===== src/hw/rtl/ljpf_pkg.sv =====
// Shared types, constants and saturating helpers for the Lennard-Jones pair force block.
// No dependencies; imported by the top level and its arithmetic units.
`timescale 1ns / 1ps
`default_nettype none

package ljpf_pkg;

  localparam int unsigned FRAC_BITS = 16;
  localparam int unsigned CFG_IDX_W = 8;

  // register indexes on the config channel
  localparam logic [CFG_IDX_W-1:0] REG_BOX_LENGTH     = 8'd0;
  localparam logic [CFG_IDX_W-1:0] REG_SIGMA          = 8'd1;
  localparam logic [CFG_IDX_W-1:0] REG_EPSILON        = 8'd2;
  localparam logic [CFG_IDX_W-1:0] REG_CUTOFF_SQUARED = 8'd3;

  localparam logic [31:0] BOX_LENGTH_RST = 32'd655360;
  localparam logic [31:0] SIGMA_RST      = 32'd65536;
  localparam logic [31:0] EPSILON_RST    = 32'd65536;
  localparam logic [31:0] CUTOFF_SQ_RST  = 32'd409600;

  localparam logic [63:0] U64_MAX   = 64'hFFFF_FFFF_FFFF_FFFF;
  localparam logic [63:0] LIM_X2    = U64_MAX / 2;
  localparam logic [63:0] LIM_X4    = U64_MAX / 4;
  localparam logic [63:0] LIM_X24   = U64_MAX / 24;
  localparam logic [47:0] FORCE_MAX = 48'h7FFF_FFFF_FFFF;
  localparam logic [63:0] I64_MIN_U = 64'h8000_0000_0000_0000;

  typedef enum logic [3:0] {
    ST_IDLE,
    ST_FOLD,
    ST_SQ,
    ST_CHK,
    ST_S2,
    ST_DIV1,
    ST_M1,
    ST_M2,
    ST_M3,
    ST_EN,
    ST_FM,
    ST_DIV2,
    ST_FRC,
    ST_DONE
  } ljpf_state_e;

  // fixed point product, floored after the fraction shift, saturating
  function automatic logic [63:0] mulq_sat(input logic [127:0] p);
    if (p[127:64+FRAC_BITS] != '0) begin
      return U64_MAX;
    end
    return p[64+FRAC_BITS-1:FRAC_BITS];
  endfunction

  function automatic logic [63:0] sat_add(input logic [63:0] a, input logic [63:0] b);
    logic [64:0] s;
    s = {1'b0, a} + {1'b0, b};
    return s[64] ? U64_MAX : s[63:0];
  endfunction

  function automatic logic [63:0] sat_x2(input logic [63:0] v);
    return (v > LIM_X2) ? U64_MAX : {v[62:0], 1'b0};
  endfunction

  function automatic logic [63:0] sat_x4(input logic [63:0] v);
    return (v > LIM_X4) ? U64_MAX : {v[61:0], 2'b00};
  endfunction

  function automatic logic [63:0] sat_x24(input logic [63:0] v);
    return (v > LIM_X24) ? U64_MAX : ({v[59:0], 4'b0} + {v[60:0], 3'b0});
  endfunction

  // saturating signed accumulate of a signed magnitude
  function automatic logic [63:0] energy_add(input logic [63:0] acc, input logic neg,
                                             input logic [63:0] m);
    logic [63:0] mc;
    logic [65:0] r;
    mc = (m > I64_MIN_U) ? I64_MIN_U : m;
    if (neg) begin
      r = {{2{acc[63]}}, acc} - {2'b00, mc};
    end else begin
      r = {{2{acc[63]}}, acc} + {2'b00, mc};
    end
    if (!r[65] && r[64:63] != 2'b00) begin
      return 64'h7FFF_FFFF_FFFF_FFFF;
    end
    if (r[65] && r[64:63] != 2'b11) begin
      return I64_MIN_U;
    end
    return r[63:0];
  endfunction

  function automatic logic [47:0] force_word(input logic neg, input logic [63:0] m);
    logic [63:0] mc;
    if (!neg) begin
      return (m > {16'b0, FORCE_MAX}) ? FORCE_MAX : m[47:0];
    end
    mc = (m > {16'b0, FORCE_MAX} + 64'd1) ? ({16'b0, FORCE_MAX} + 64'd1) : m;
    return 48'(64'd0 - mc);
  endfunction

endpackage

`default_nettype wire


===== src/hw/rtl/ljpf_mul.sv =====
// 64 x 64 unsigned multiplier built from one 32 x 32 multiplier used for four partial products in turn.
// Uses ljpf_pkg; instantiated by lennard_jones_pair_force.
`timescale 1ns / 1ps
`default_nettype none

module ljpf_mul
  import ljpf_pkg::*;
(
  input  wire logic         clk_i,
  input  wire logic         rst_ni,
  input  wire logic         start_i,
  input  wire logic [63:0]  a_i,
  input  wire logic [63:0]  b_i,
  output logic              done_o,
  output logic [127:0]      prod_o
);

  logic [63:0]  a_q, b_q;
  logic [2:0]   cnt_q;
  logic         busy_q, done_q;
  logic [63:0]  pp_q;
  logic [63:0]  pp_d;
  logic [1:0]   pk_q;
  logic [127:0] acc_q;
  logic [127:0] pp_sh;
  logic [31:0]  ah, bh;

  // partial product order: a0b0, a0b1, a1b0, a1b1
  always_comb begin
    ah   = cnt_q[1] ? a_q[63:32] : a_q[31:0];
    bh   = cnt_q[0] ? b_q[63:32] : b_q[31:0];
    pp_d = 64'(ah) * 64'(bh);
    unique case (pk_q)
      2'd0:    pp_sh = {64'b0, pp_q};
      2'd3:    pp_sh = {pp_q, 64'b0};
      default: pp_sh = {32'b0, pp_q, 32'b0};
    endcase
  end

  always_ff @(posedge clk_i or negedge rst_ni) begin
    if (!rst_ni) begin
      busy_q <= 1'b0;
      done_q <= 1'b0;
      cnt_q  <= '0;
    end else begin
      done_q <= 1'b0;
      if (start_i) begin
        busy_q <= 1'b1;
        cnt_q  <= '0;
      end else if (busy_q) begin
        cnt_q <= cnt_q + 3'd1;
        if (cnt_q == 3'd4) begin
          busy_q <= 1'b0;
          done_q <= 1'b1;
        end
      end
    end
  end

  always_ff @(posedge clk_i) begin
    if (start_i) begin
      a_q   <= a_i;
      b_q   <= b_i;
      acc_q <= '0;
    end else if (busy_q) begin
      if (cnt_q != 3'd4) begin
        pp_q <= pp_d;
        pk_q <= cnt_q[1:0];
      end
      if (cnt_q != 3'd0) begin
        acc_q <= acc_q + pp_sh;
      end
    end
  end

  assign done_o = done_q;
  assign prod_o = acc_q;

endmodule

`default_nettype wire


===== config.mk =====
export PLATFORM = sky130hd
export DESIGN_NAME = ljpf_mul
export DESIGN_NICKNAME = d
export VERILOG_FILES = /design/src/hw/rtl/ljpf_pkg.sv /design/src/hw/rtl/ljpf_mul.sv
export SDC_FILE = /design/constraint.sdc
export NUM_CORES = 2
export LEC_CHECK = 0
export ABC_AREA = 1
export BUFFER_PORTS_ARGS = -buffer_cell sky130_fd_sc_hd__buf_2
export CAP_MARGIN = 5
export CORE_MARGIN = 3
export CORE_UTILIZATION = 65
export CTS_CLUSTER_DIAMETER = 150
export DETAILED_ROUTE_END_ITERATION = 7
export GPL_TIMING_DRIVEN = 0
export HOLD_SLACK_MARGIN = 0.06
export MAX_ROUTING_LAYER = met4
export PLACE_DENSITY = 0.83
export SETUP_SLACK_MARGIN = 0.1
export SLEW_MARGIN = 20
export SYNTH_ARGS = -nofsm -noshare
export SYNTH_HDL_FRONTEND = slang
export SYNTH_SLANG_ARGS = --single-unit

===== constraint.sdc =====
create_clock -name clk_i -period 9.13 [get_ports clk_i]
set_input_delay 0.4565 -clock clk_i [delete_from_list [all_inputs] [get_ports clk_i]]
set_output_delay 0.4565 -clock clk_i [all_outputs]
set_load 0.02 [all_outputs]

==> impl_metrics.json, run 1 <==
{
  "status": "did not finish",
  "haltStage": "5_1_grt",
  "firstError": "[ERROR GRT-0232] Routing congestion too high. Check the congestion heatmap in the GUI.",
  "die_y_um": 309,
  "synth-seq-area-share_pct": 14.3,
  "clockBufferDepth": 3,
  "synthCells": 8448,
  "cts_htree_levels": 2,
  "synth.ff_latch_count": 327,
  "grt_max_degree": 95,
  "crit_endpoint": "pp_q[41]$_DFFE_PP_/D",
  "io_buffers": 259,
  "syn_nets": 9870,
  "syn-cell-area_um2": 59700,
  "top_level_ports": 260,
  "grt-ovfl-total": 19,
  "clockRootBuffer": "clkbuf_16",
  "detailedPlace.worstSlack_ns": -1.33,
  "ys_warn_count": 0,
  "hpwl_um": 211000,
  "synth_cell_types": 52,
  "synth.avg_cell_area_um2": 7.07,
  "cts_num_sinks": 327,
  "core.rowCount": 110,
  "endpoint_type": "register data pin",
  "initial_core_util_pct": 65.9,
  "globalRouteTotalUtil_pct": 72.1,
  "numCtsBuffers": 41,
  "synth_flop_cell": "edfxtp_1",
  "synth_edf_count": 194,
  "ys_async_sr_fraction_pct": 1.53,
  "gp_congestion": 1.23,
  "die_w_um": 309
}
==> timing repair <==
| item | CTS |
|---|---|
| endpoints found under the hold margin | 133 |
| hold buffers | 129 |
| resized for setup | 101 |
| buffers inserted | 1 |
| setup endpoints to repair | 42 |
==> cell families after synthesis <==
kind of cell / synth area share [%]
xor gates and xnor gates: 1.66
DFF: 14.3
and+or+nand+nor: 25.8
adders and majority gates: 38.3
buffers and inverters: 15.2
AOI/OAI and AO/OA: 4.80
==> layer usage <==
metal | GRT overflow | GRT usage [%]
met1 | 2 | 69.6
met2 | 3 | 89.2
met3 | 5 | 52.6
met4 | 9 | 73.3
met5 | - | -
==> per-stage QoR <==
step / util, % / instances / instance area (um^2)
after floorplan: - / 8448 / 59700
after global placement: 69.0 / 9883 / 62500
after detailed placement: 69.1 / 9888 / 62600
after CTS: 72.4 / 10100 / 65500
==> cells in the mapped netlist (97+ instances only) <==
cell type  count  area share, %
nand2_1     2160             14
inv_1       2069             13
nor2_1      1238            7.8
fa_1         897             30
ha_1         394            8.3
edfxtp_1     194            9.8
nand3_1      183            1.5
a21oi_1      166            1.4
o21ai_0      142            1.2
dfxtp_1      128            4.3
clkbuf_1     125           0.79
xor2_1        97            1.4
==> run 2: changes to the inputs <==
- CORE_UTILIZATION: 65 -> 40
- CTS_CLUSTER_DIAMETER: 150 -> not set
- HOLD_SLACK_MARGIN: 0.06 -> not set
- MAX_ROUTING_LAYER: met4 -> not set
- PLACE_DENSITY: 0.83 -> not set
- PLACE_DENSITY_LB_ADDON: not set -> 0.15
- SETUP_SLACK_MARGIN: 0.1 -> not set
==> run 2 against run 1 <==
  * The flow now finishes without violations
  * Synthesized cell count stayed put
  * Synthesized area is the same
==> impl_metrics.json, run 2 <==
{
  "cts_tree": "done",
  "min_path_type": "in2async",
  "ant_nets": 0,
  "globalRouteTotalUtil_pct": 37.8,
  "core_area_um2": 148000,
  "crit_path_end_kind": "flip-flop",
  "gp_congestion": 1.04,
  "ys_warn_count": 0,
  "cts_num_sinks": 327,
  "core.rowCount": 141,
  "synth_flop_cell": "edfxtp_1",
  "grt-ovfl-total": 0,
  "clockBufferDepth": 3,
  "slew_headroom_pct": 16.9,
  "worst_pin_slew_ns": 1.25,
  "startpoint": "cnt_q[1]",
  "hold_viol_final": 0,
  "final_common_cell": "nand2_1",
  "largest_reg_flops": 128,
  "synth_commonest_cells": "nand2_1, inv_1, nor2_1",
  "yosysTopAreaCell": "fa_1",
  "startpoint_type": "flip-flop",
  "crit_top_cell": "fa_1",
  "arrival_ns": 9.38,
  "rsz0062_at_grt": "no",
  "firstDrtPassIters": 6,
  "synth_edf_count": 194,
  "final_nets": 10300,
  "fin_ws_ns": 0.161,
  "routed_wl_um": 290000,
  "final.fill_count": 15600,
  "drc": 0,
  "top_level_ports": 260,
  "via_count": 55700,
  "grt_max_degree": 84,
  "synth.ff_latch_count": 327,
  "synth-seq-area-share_pct": 14.3,
  "synth_cell_types": 52,
  "drive_gt1_share_pct": 9.97,
  "slowest_delay_ns": 0.68,
  "antenna_found_initial": 6,
  "required_ns": 9.55,
  "drv_cap": 0,
  "status": "completed",
  "yosysMostFrequentCell": "nand2_1",
  "synth.avg_cell_area_um2": 7.07,
  "drv_slew": 0,
  "final_cell_mix": "nand2_1, inv_1, nor2_1",
  "grt_pass1_wl_um": 406000,
  "cts.reportedPaths.clkPinSlew_ns": 0.07,
  "max_freq_ghz": 0.111,
  "setup_viol": 0,
  "dieArea_um2": 154000,
  "cp_max_fo": 10,
  "r2r_cells": 30,
  "reg2reg_slack_ns": 0.16,
  "synth_area_leaders": "fa_1, nand2_1, inv_1, edfxtp_1, ha_1",
  "first_iter_violations": 4265,
  "worstReg2RegEnd": "pp_q[59]",
  "final.period_utilization_pct": 98.2,
  "io_buffers": 259,
  "yosysTopAreaCellShare_pct": 30.1,
  "path_class": "reg2reg",
  "grt_pass1_vias": 57400,
  "detailedPlace.worstSlack_ns": -1.67,
  "numCtsBuffers": 44,
  "syn2layout_area_growth_pct": 12.7,
  "endpoint": "pp_q[59]",
  "syn_nets": 9870,
  "clk-insertion-delay-late_ns": 0.67,
  "rr_startpoint": "cnt_q[1]",
  "finClkSkew_ns": 0.0401,
  "initial_core_util_pct": 40.4,
  "clockRootBuffer": "clkbuf_16",
  "die_w_um": 392,
  "period_needed_ns": 8.97,
  "syn-cell-area_um2": 59700,
  "crit_slowest_cell": "fa_1",
  "hpwl_um": 247000,
  "viasPerCell": 5.12,
  "synthCells": 8448,
  "die_y_um": 392,
  "ys_async_sr_fraction_pct": 1.53,
  "cts_htree_levels": 2,
  "wire_per_inst_um": 26.6
}
## run 2: cells by family after synthesis
group	share of synthesized area, %
compound gates	4.80
xor+xnor	1.66
fa+ha+maj	38.3
buf+inv	15.2
flops	14.3
simple gates	25.8
## run 2: layout make-up
type                    instances  area, um^2  area share, %
repair buffers                422        2890           4.30
diodes                          3        7.51         0.0112
inverters                    2149        8110           12.1
multi-input cells            5746       42500           63.1
clock inverters                26         282          0.418
plain buffers                 225        1390           2.06
clock buffers                  56        1200           1.78
flip-flops and latches        327        8510           12.7
well taps                    1930        2410           3.59
## run 2: worst min-delay path by stage
stage	endpoint	depth (start not counted)	start	slack, ns
final	cnt_q[2]	2	rst_ni	0.14
after CTS	cnt_q[2]	2	rst_ni	0.1
after global placement	cnt_q[1]	1	rst_ni	0.27
after floorplan	busy_q	0	rst_ni	0.16
after global routing	cnt_q[2]	2	rst_ni	0.16
after detailed placement	done_o	1	rst_ni	0.28
## run 2: critical path: cells and delay by family, from the launching register on
kind | cells | cell delay [ns]
flops | 1 | 0.44
simple gates | 9 | 1.76
fa+ha+maj | 9 | 4.44
compound gates | 1 | 0.28
buf+inv | 10 | 1.65
xor+xnor | 1 | 0.08
## run 2: what timing repair did
action                                  in CTS  in global routing
hold endpoints to repair                   133                  0
pin swaps                                    0                  2
cloned                                       0                  0
resized for setup                          224                 76
hold buffers                               129                  0
endpoints found under the setup margin      45                 34
setup buffers                               14                 15
## run 2: stage by stage
step | instance area [um^2] | TNS [ns] | util, % | std cells | hold slack [ns]
6_report | 67300 | 0 | 45.5 | 10900 | 0.144
5_1_grt | 67300 | 0 | 45.5 | 10900 | 0.156
4_1_cts | 67000 | -0.0275 | 45.3 | 10900 | 0.0990
3_5_place_dp | 63500 | -38.22 | 42.9 | 10600 | 0.277
3_3_place_gp | 63400 | -55.48 | 42.9 | 10600 | 0.272
2_1_floorplan | 59700 | 0 | - | 8448 | 0.161
## run 2: metal layers
metal,GRT usage (%),vias up,routed length (um)
met3,7.07,761,20500
li1,-,25600,-
met2,62.9,2394,134000
met4,29.4,2,28400
met1,42.8,27000,107000
met5,0,-,19
Power of run 2 is not shown: default switching activity piles up to over one toggle a cycle in this logic, so the estimate is an artifact.
