$ cat src/hw/rtl/ljpf_pkg.sv
// Shared types, constants and saturating helpers for the Lennard-Jones pair force block.
// No dependencies; imported by the top level and its arithmetic units.
`timescale 1ns / 1ps
`default_nettype none

package ljpf_pkg;

  localparam int unsigned FRAC_BITS = 16;
  localparam int unsigned CFG_IDX_W = 8;

  // register indexes on the config channel
  localparam logic [CFG_IDX_W-1:0] REG_BOX_LENGTH     = 8'd0;
  localparam logic [CFG_IDX_W-1:0] REG_SIGMA          = 8'd1;
  localparam logic [CFG_IDX_W-1:0] REG_EPSILON        = 8'd2;
  localparam logic [CFG_IDX_W-1:0] REG_CUTOFF_SQUARED = 8'd3;

  localparam logic [31:0] BOX_LENGTH_RST = 32'd655360;
  localparam logic [31:0] SIGMA_RST      = 32'd65536;
  localparam logic [31:0] EPSILON_RST    = 32'd65536;
  localparam logic [31:0] CUTOFF_SQ_RST  = 32'd409600;

  localparam logic [63:0] U64_MAX   = 64'hFFFF_FFFF_FFFF_FFFF;
  localparam logic [63:0] LIM_X2    = U64_MAX / 2;
  localparam logic [63:0] LIM_X4    = U64_MAX / 4;
  localparam logic [63:0] LIM_X24   = U64_MAX / 24;
  localparam logic [47:0] FORCE_MAX = 48'h7FFF_FFFF_FFFF;
  localparam logic [63:0] I64_MIN_U = 64'h8000_0000_0000_0000;

  typedef enum logic [3:0] {
    ST_IDLE,
    ST_FOLD,
    ST_SQ,
    ST_CHK,
    ST_S2,
    ST_DIV1,
    ST_M1,
    ST_M2,
    ST_M3,
    ST_EN,
    ST_FM,
    ST_DIV2,
    ST_FRC,
    ST_DONE
  } ljpf_state_e;

  // fixed point product, floored after the fraction shift, saturating
  function automatic logic [63:0] mulq_sat(input logic [127:0] p);
    if (p[127:64+FRAC_BITS] != '0) begin
      return U64_MAX;
    end
    return p[64+FRAC_BITS-1:FRAC_BITS];
  endfunction

  function automatic logic [63:0] sat_add(input logic [63:0] a, input logic [63:0] b);
    logic [64:0] s;
    s = {1'b0, a} + {1'b0, b};
    return s[64] ? U64_MAX : s[63:0];
  endfunction

  function automatic logic [63:0] sat_x2(input logic [63:0] v);
    return (v > LIM_X2) ? U64_MAX : {v[62:0], 1'b0};
  endfunction

  function automatic logic [63:0] sat_x4(input logic [63:0] v);
    return (v > LIM_X4) ? U64_MAX : {v[61:0], 2'b00};
  endfunction

  function automatic logic [63:0] sat_x24(input logic [63:0] v);
    return (v > LIM_X24) ? U64_MAX : ({v[59:0], 4'b0} + {v[60:0], 3'b0});
  endfunction

  // saturating signed accumulate of a signed magnitude
  function automatic logic [63:0] energy_add(input logic [63:0] acc, input logic neg,
                                             input logic [63:0] m);
    logic [63:0] mc;
    logic [65:0] r;
    mc = (m > I64_MIN_U) ? I64_MIN_U : m;
    if (neg) begin
      r = {{2{acc[63]}}, acc} - {2'b00, mc};
    end else begin
      r = {{2{acc[63]}}, acc} + {2'b00, mc};
    end
    if (!r[65] && r[64:63] != 2'b00) begin
      return 64'h7FFF_FFFF_FFFF_FFFF;
    end
    if (r[65] && r[64:63] != 2'b11) begin
      return I64_MIN_U;
    end
    return r[63:0];
  endfunction

  function automatic logic [47:0] force_word(input logic neg, input logic [63:0] m);
    logic [63:0] mc;
    if (!neg) begin
      return (m > {16'b0, FORCE_MAX}) ? FORCE_MAX : m[47:0];
    end
    mc = (m > {16'b0, FORCE_MAX} + 64'd1) ? ({16'b0, FORCE_MAX} + 64'd1) : m;
    return 48'(64'd0 - mc);
  endfunction

endpackage

`default_nettype wire

$ cat src/hw/rtl/ljpf_div.sv
// Radix-2 restoring divider: 128-bit numerator by 64-bit divisor, one bit a cycle.
// Uses ljpf_pkg; instantiated by lennard_jones_pair_force.
`timescale 1ns / 1ps
`default_nettype none

module ljpf_div
  import ljpf_pkg::*;
(
  input  wire logic        clk_i,
  input  wire logic        rst_ni,
  input  wire logic        start_i,
  input  wire logic [63:0] num_hi_i,
  input  wire logic [63:0] num_lo_i,
  input  wire logic [63:0] den_i,
  output logic             done_o,
  output logic [63:0]      quo_o
);

  logic [63:0] rem_q, lo_q, quo_q, den_q;
  logic [5:0]  cnt_q;
  logic        busy_q, done_q;
  logic [64:0] shifted;
  logic [64:0] diff;
  logic        take;

  always_comb begin
    shifted = {rem_q, lo_q[63]};
    diff    = shifted - {1'b0, den_q};
    take    = (shifted >= {1'b0, den_q});
  end

  always_ff @(posedge clk_i or negedge rst_ni) begin
    if (!rst_ni) begin
      busy_q <= 1'b0;
      done_q <= 1'b0;
      cnt_q  <= '0;
    end else begin
      done_q <= 1'b0;
      if (start_i) begin
        cnt_q <= '0;
        if (den_i == '0 || num_hi_i >= den_i) begin
          done_q <= 1'b1;
        end else begin
          busy_q <= 1'b1;
        end
      end else if (busy_q) begin
        cnt_q <= cnt_q + 6'd1;
        if (cnt_q == 6'd63) begin
          busy_q <= 1'b0;
          done_q <= 1'b1;
        end
      end
    end
  end

  always_ff @(posedge clk_i) begin
    if (start_i) begin
      rem_q <= num_hi_i;
      lo_q  <= num_lo_i;
      den_q <= den_i;
      quo_q <= (den_i == '0 || num_hi_i >= den_i) ? U64_MAX : '0;
    end else if (busy_q) begin
      lo_q  <= {lo_q[62:0], 1'b0};
      rem_q <= take ? diff[63:0] : shifted[63:0];
      quo_q <= {quo_q[62:0], take};
    end
  end

  assign done_o = done_q;
  assign quo_o  = quo_q;

endmodule

`default_nettype wire

$ cat config.mk
export PLATFORM = sky130hd
export DESIGN_NAME = ljpf_div
export DESIGN_NICKNAME = d
export VERILOG_FILES = /design/src/hw/rtl/ljpf_pkg.sv /design/src/hw/rtl/ljpf_div.sv
export SDC_FILE = /design/constraint.sdc
export NUM_CORES = 1
export LEC_CHECK = 0
export ABC_AREA = 1
export BUFFER_PORTS_ARGS = -buffer_cell sky130_fd_sc_hd__buf_4
export CAP_MARGIN = 20
export CELL_PAD_IN_SITES_DETAIL_PLACEMENT = 1
export CELL_PAD_IN_SITES_GLOBAL_PLACEMENT = 2
export CORE_ASPECT_RATIO = 0.9
export CORE_UTILIZATION = 34
export CTS_BUF_LIST = sky130_fd_sc_hd__clkbuf_8
export DETAILED_ROUTE_END_ITERATION = 8
export PLACE_DENSITY_LB_ADDON = 0.1
export SYNTH_ARGS = -nofsm -noshare
export SYNTH_HDL_FRONTEND = slang
export SYNTH_SLANG_ARGS = --single-unit
$ cat constraint.sdc
create_clock -name clk_i -period 7.15 [get_ports clk_i]
set_input_delay 1.43 -clock clk_i [delete_from_list [all_inputs] [get_ports clk_i]]
set_output_delay 1.43 -clock clk_i [all_outputs]
set_load 0.02 [all_outputs]
==> results of run 1 <==
## worst max-delay path: stages
cell	delay (ps)
buf_4	90
inv_1	40
ha_1	280
nand2_1	90
nor2_1	190
nand2_1	160
nor4_1	760
nand4_1	380
nand4_1	330
nand2_2	90
buf_4	320
nand2_1	150
## synthesized netlist by cell type (all sizes together)
cell,instances
nand2,1184
inv,482
edfxtp,256
nor2,135
ha,129
nand3,128
a21oi,84
nand3b,59
clkbuf,35
xnor2,29
buf,27
o21ai,27
nand4,23
nor4,20
nor3,19
o21bai,12
dfrtp,8
a21o,3
and2,3
o21a,3
clkinv,2
xor2,2
and3,1
fa,1
or2,1
## worst max-delay path by stage
stage | cells after the start | to | slack [ps]
finish | 12 | quo_o[23] | 3270
global route | 12 | quo_o[23] | 3120
CTS | 12 | quo_o[15] | 3340
detailed placement | 12 | quo_o[26] | 2630
global placement | 12 | quo_o[15] | 2700
floorplan | 4 | lo_q[0] | 400
## per-stage QoR
| stage | instances | utilization, % | total power [mW] | instance area, µm² |
|---|---|---|---|---|
| after CTS | 3720 | 40.74 | 7.993 | 22740 |
| after floorplan | 2673 | - | 5.156 | 19270 |
| after global placement | 3638 | 39.27 | 6.551 | 21920 |
| after global routing | 3720 | 40.74 | 8.582 | 22740 |
| final | 3720 | 40.74 | 7.910 | 22740 |
| after detailed placement | 3638 | 39.27 | 6.618 | 21920 |
## layout make-up
class	count	area [µm²]	area share, %
Sequential cell	264	7888	34.69
Tap cell	756	945.9	4.160
Clock inverter	35	170.2	0.7484
Multi-Input combinational cell	1863	9226	40.58
Inverter	484	1822	8.012
Timing Repair Buffer	271	2038	8.964
Clock buffer	47	646.9	2.845
## layer usage
layer	wire, µm	vias up	global-route usage (%)	share of wire, %
met5	0	-	0	0
met4	1573	0	6.458	2.3
met3	3786	78	5.135	5.5
met2	29880	308	37.59	44
met1	33080	8387	33.25	48
li1	-	8860	-	-
## sequential cells by signal (all words and copies together), names as in the netlist
| name | cells |
|---|---|
| rem_q | 64 |
| busy_q | 1 |
| den_q | 64 |
| quo_o | 64 |
| done_o | 1 |
| lo_q | 64 |
| cnt_q | 6 |
## where the power goes
| part | switching, mW | internal, mW | total [mW] |
|---|---|---|---|
| registers | 0.158 | 2.09 | 2.24 |
| clock network | 0.700 | 0.617 | 1.32 |
| logic | 2.94 | 1.41 | 4.35 |
## logic make-up after synthesis
group / after synthesis / synth area share, %
AND/OR/NAND/NOR: 1573 / 34.32
flip-flops: 264 / 40.94
AO/OA/AOI/OAI: 129 / 3.623
buffers and inverters: 546 / 11.23
XOR/XNOR: 31 / 1.409
adder cells (fa/ha/maj): 130 / 8.481
==> flow_metrics.py, run 1 <==
metrics = {
    "synth": {
        "syn_area_per_cell_um2": 7.209,
        "syn-cell-area_mm2": 0.01927,
        "ys_top_cells_by_area": "edfxtp_1, nand2_1, inv_1",
        "synth_cell_types": 37,
        "ys_warn_count": 0,
        "yosysTopAreaCellShare_pct": 39.90,
        "synth-seq-cells": 264,
        "synth_top_area_cell": "edfxtp_1",
        "synthCells": 2673,
        "ys_seq_area_share_pct": 40.94,
        "synth_nets": 2998,
    },
    "die": {
        "die_w_um": 252.9,
        "die_y_um": 227.8,
        "core_area_mm2": 0.05581,
        "dieArea_mm2": 0.05763,
        "start_util_pct": 34.52,
        "ios": 260,
        "rows": 82,
    },
    "worst_setup_path": {
        "regToRegEndpoint": "rem_q[51]",
        "arrival_ps": 4370,
        "rrSetupSlack_ps": 3630,
        "cp-start-kind": "input port",
        "crit_fanout": 65,
        "startpoint": "den_i[31]",
        "required_ps": 7640,
        "r2r_start": "rem_q[32]",
        "r2r_cells": 12,
        "crit_type": "input port to register",
        "endpoint_kind": "register",
    },
    "status": {
        "outcome": "completed",
    },
    "clocking": {
        "clk_pin_slew_ps": 60,
        "post_cts_buffers": 0,
        "insertion_delay_ps": 670,
        "cts_tree": "done",
        "numCtsBuffers": 47,
        "clock-root-buffer": "clkbuf_8",
        "cts_sinks": 264,
        "cts_resized": 0,
        "cts_buffer_depth": 3,
        "htree_levels": 2,
        "holdBufCountCts": 0,
    },
    "sta": {
        "hold_violations": 0,
        "finalHoldWorstSlack_ps": 466.5,
        "timing.final.ws_setup_ps": 3271,
        "slew_violations": 0,
        "tns_ps": 0,
        "min_period_ps": 3879,
        "rsz0062_at_grt": "false",
        "slew_headroom_pct": 34.69,
        "worst_pin_slew_ps": 970.8,
        "timing.final.crit_share_pct": 54.25,
        "setup_viol": 0,
        "fmax_mhz": 257.8,
        "skew_ps": 45.60,
    },
    "run": {
        "cap_violations": 0,
    },
    "place": {
        "io_buffer_count": 259,
        "place_worst_setup_slack_ps": 2631,
        "dpl.hpwl_mm": 55.04,
        "gp_congestion": 0.9166,
    },
    "routing": {
        "viasPerCell": 4.740,
        "drc": 0,
        "wl_mm": 68.32,
        "ant_nets": 0,
        "wl_per_cell_um": 18.37,
        "drt_pass1_iterations": 5,
        "vias": 17630,
        "first_iter_violations": 825,
    },
    "worst_hold_path": {
        "whs_path_depth": 1,
        "min_to": "cnt_q[4]",
        "hold_class": "register to register",
        "min-delay-start": "cnt_q[4]",
    },
    "finish": {
        "area_growth_syn_to_layout_pct": 18.00,
        "fill_cells": 7154,
        "layout_common_cells": "nand2_1, inv_1, buf_4",
        "drive_gt1_share_pct": 13.26,
        "layout.nets": 3256,
        "final_common_cell": "nand2_1",
        "diodes": 0,
    },
    "pwr": {
        "p_per_area_mw_per_mm2": 347.9,
        "ir_drop_mv": 0.1531,
        "total_leakage_power_nw": 12.32,
    },
    "grt": {
        "grt_max_degree": 92,
        "antenna_found_initial": 0,
        "grt_pass1_vias": 18620,
        "grt.overflow.total": 0,
        "grt_pass1_wl_mm": 105.7,
        "track_usage_pct": 23.98,
    },
}
Power figures use the tool's default switching activity.
==> run 2, diff against run 1 <==
--- a/config.mk
+++ b/config.mk
@@ -11,7 +11,7 @@
 export CELL_PAD_IN_SITES_DETAIL_PLACEMENT = 1
 export CELL_PAD_IN_SITES_GLOBAL_PLACEMENT = 2
 export CORE_ASPECT_RATIO = 0.9
-export CORE_UTILIZATION = 34
+export CORE_UTILIZATION = 31
 export CTS_BUF_LIST = sky130_fd_sc_hd__clkbuf_8
 export DETAILED_ROUTE_END_ITERATION = 8
 export PLACE_DENSITY_LB_ADDON = 0.1
==> constraint.sdc (replaced) <==
create_clock -name clk_i -period 3.3 [get_ports clk_i]
set_input_delay 0.66 -clock clk_i [delete_from_list [all_inputs] [get_ports clk_i]]
set_output_delay 0.66 -clock clk_i [all_outputs]
set_load 0.02 [all_outputs]
==> flow_metrics.py, run 2 (synthesized netlist as in run 1, its figures left out) <==
metrics = {
    "status": {
        "outcome": "completed",
    },
    "finish": {
        "final_cells": 3806,
        "fin_util_pct": 38.04,
        "layout_common_cells": "nand2_1, inv_1, buf_4",
        "final_common_cell": "nand2_1",
        "layout.nets": 3299,
        "diodes": 0,
        "area_growth_syn_to_layout_pct": 21.07,
        "drive_gt1_share_pct": 14.57,
    },
    "clocking": {
        "numCtsBuffers": 50,
        "cts_buffer_depth": 3,
        "clock-root-buffer": "clkbuf_8",
        "cts_resized": 0,
        "insertion_delay_ps": 680,
        "clk_pin_slew_ps": 60,
        "cts_tree": "done",
        "cts_sinks": 264,
        "htree_levels": 2,
    },
    "worst_setup_path": {
        "startpoint": "rem_q[31]",
        "required_ps": 3830,
        "cp-start-kind": "register",
        "crit_type": "register to register",
        "r2r_start": "rem_q[31]",
        "endpoint_kind": "register",
        "arrival_ps": 3550,
        "crit_fanout": 11,
    },
    "sta": {
        "setup_viol": 0,
        "min_period_ps": 3021,
        "timing.final.ws_setup_ps": 278.9,
        "hold_violations": 0,
        "tns_ps": 0,
        "finalHoldWorstSlack_ps": 176.2,
        "slew_headroom_pct": 39.33,
        "rsz0062_at_grt": "false",
        "worst_pin_slew_ps": 910.1,
        "skew_ps": 35.98,
        "timing.final.crit_share_pct": 91.55,
        "fmax_mhz": 331.0,
        "slew_violations": 0,
    },
    "die": {
        "ios": 260,
        "die_w_um": 264.8,
        "dieArea_mm2": 0.06316,
        "core_area_mm2": 0.06133,
        "rows": 86,
        "die_y_um": 238.5,
        "start_util_pct": 31.42,
    },
    "pwr": {
        "total_leakage_power_nw": 12.62,
        "ir_drop_mv": 0.3799,
        "p_per_area_mw_per_mm2": 763.5,
    },
    "grt": {
        "grt_pass1_wl_mm": 110.6,
        "grt.overflow.total": 0,
        "antenna_found_initial": 3,
        "grt_max_degree": 140,
        "grt_pass1_vias": 18840,
        "track_usage_pct": 22.81,
    },
    "place": {
        "placed_cells": 3713,
        "io_buffer_count": 259,
        "gp_congestion": 0.9109,
        "place_worst_setup_slack_ps": 175.8,
        "dpl.hpwl_mm": 57.37,
    },
    "routing": {
        "viasPerCell": 4.655,
        "drc": 0,
        "ant_nets": 0,
        "wl_per_cell_um": 18.73,
        "wl_mm": 71.29,
        "vias": 17720,
        "drt_pass1_iterations": 5,
        "first_iter_violations": 854,
    },
    "worst_hold_path": {
        "min-delay-start": "den_i[13]",
        "hold_class": "input port to register",
    },
    "run": {
        "cap_violations": 0,
    },
}
[run 2: cell count changes in the layout (fill, tap and decap cells not counted), sizes merged]
cell	delta
buf	+39
bufinv	+1
clkbuf	+4
clkinv	+4
dlygate4sd3	+1
inv	+1
[run 2: worst paths after layout]
path | endpoint | slack (ps) | depth (start not counted)
min in group asynchronous | done_o | 360 | 2
hold reg to reg | cnt_q[4] | 460 | 1
hold / removal | den_q[13] | 180 | 1
setup / recovery | rem_q[57] | 280 | 17
setup reg to reg | rem_q[57] | 280 | 17
max in group asynchronous | cnt_q[3] | 2810 | 2
[run 2: power breakdown]
group	leakage (nW)	internal, mW	switching [mW]	total [mW]
clock network	0.550	1.54	1.59	3.13
registers	2.84	4.52	0.360	4.88
logic	9.23	3.39	6.41	9.80
total	12.6	9.45	8.36	17.8
[run 2: worst max-delay path, stage by stage (launching register included)]
cell and delay [ps]:
edfxtp_1 500, ha_1 420, nand2_1 120, nor2_1 280, nand2_1 230, inv_1 100
nand2_1 60, nand2_1 90, inv_2 50, nand2_2 110, nand2_2 110, nand2_4 90
buf_12 150, buf_4 150, nand2_2 190, nand2_1 120, nand2_1 60, nand2_1 50
[run 2: layout make-up]
class	instances	area (µm²)
Timing Repair Buffer	311	2464
Clock inverter	41	227.7
Multi-Input combinational cell	1863	9235
Tap cell	792	991.0
Inverter	484	1822
Fill cell	7714	38010
Clock buffer	51	701.9
Sequential cell	264	7888
[run 2: routing by layer]
layer  global-route usage, %  up-vias  part of all wire, %
li1                        -     8959                    -
met3                   4.646       73                  5.2
met1                   31.49     8386                   48
met5                       0        -                0.048
met2                   36.97      296                   45
met4                   4.432        4                  1.6
[run 2: timing repair]
| item | CTS | global route |
|---|---|---|
| buffers inserted | 0 | 0 |
| hold buffers | 1 | 0 |
| setup endpoints to repair | 0 | 0 |
| hold endpoints to repair | 8 | 0 |
[run 2: through the flow]
stage          total power, mW  area (µm²)
3_5_place_dp             14.82       22390
5_1_grt                  19.40       23330
2_1_floorplan            11.17       19280
4_1_cts                  18.09       23330
3_3_place_gp             14.70       22380
6_report                 17.81       23330
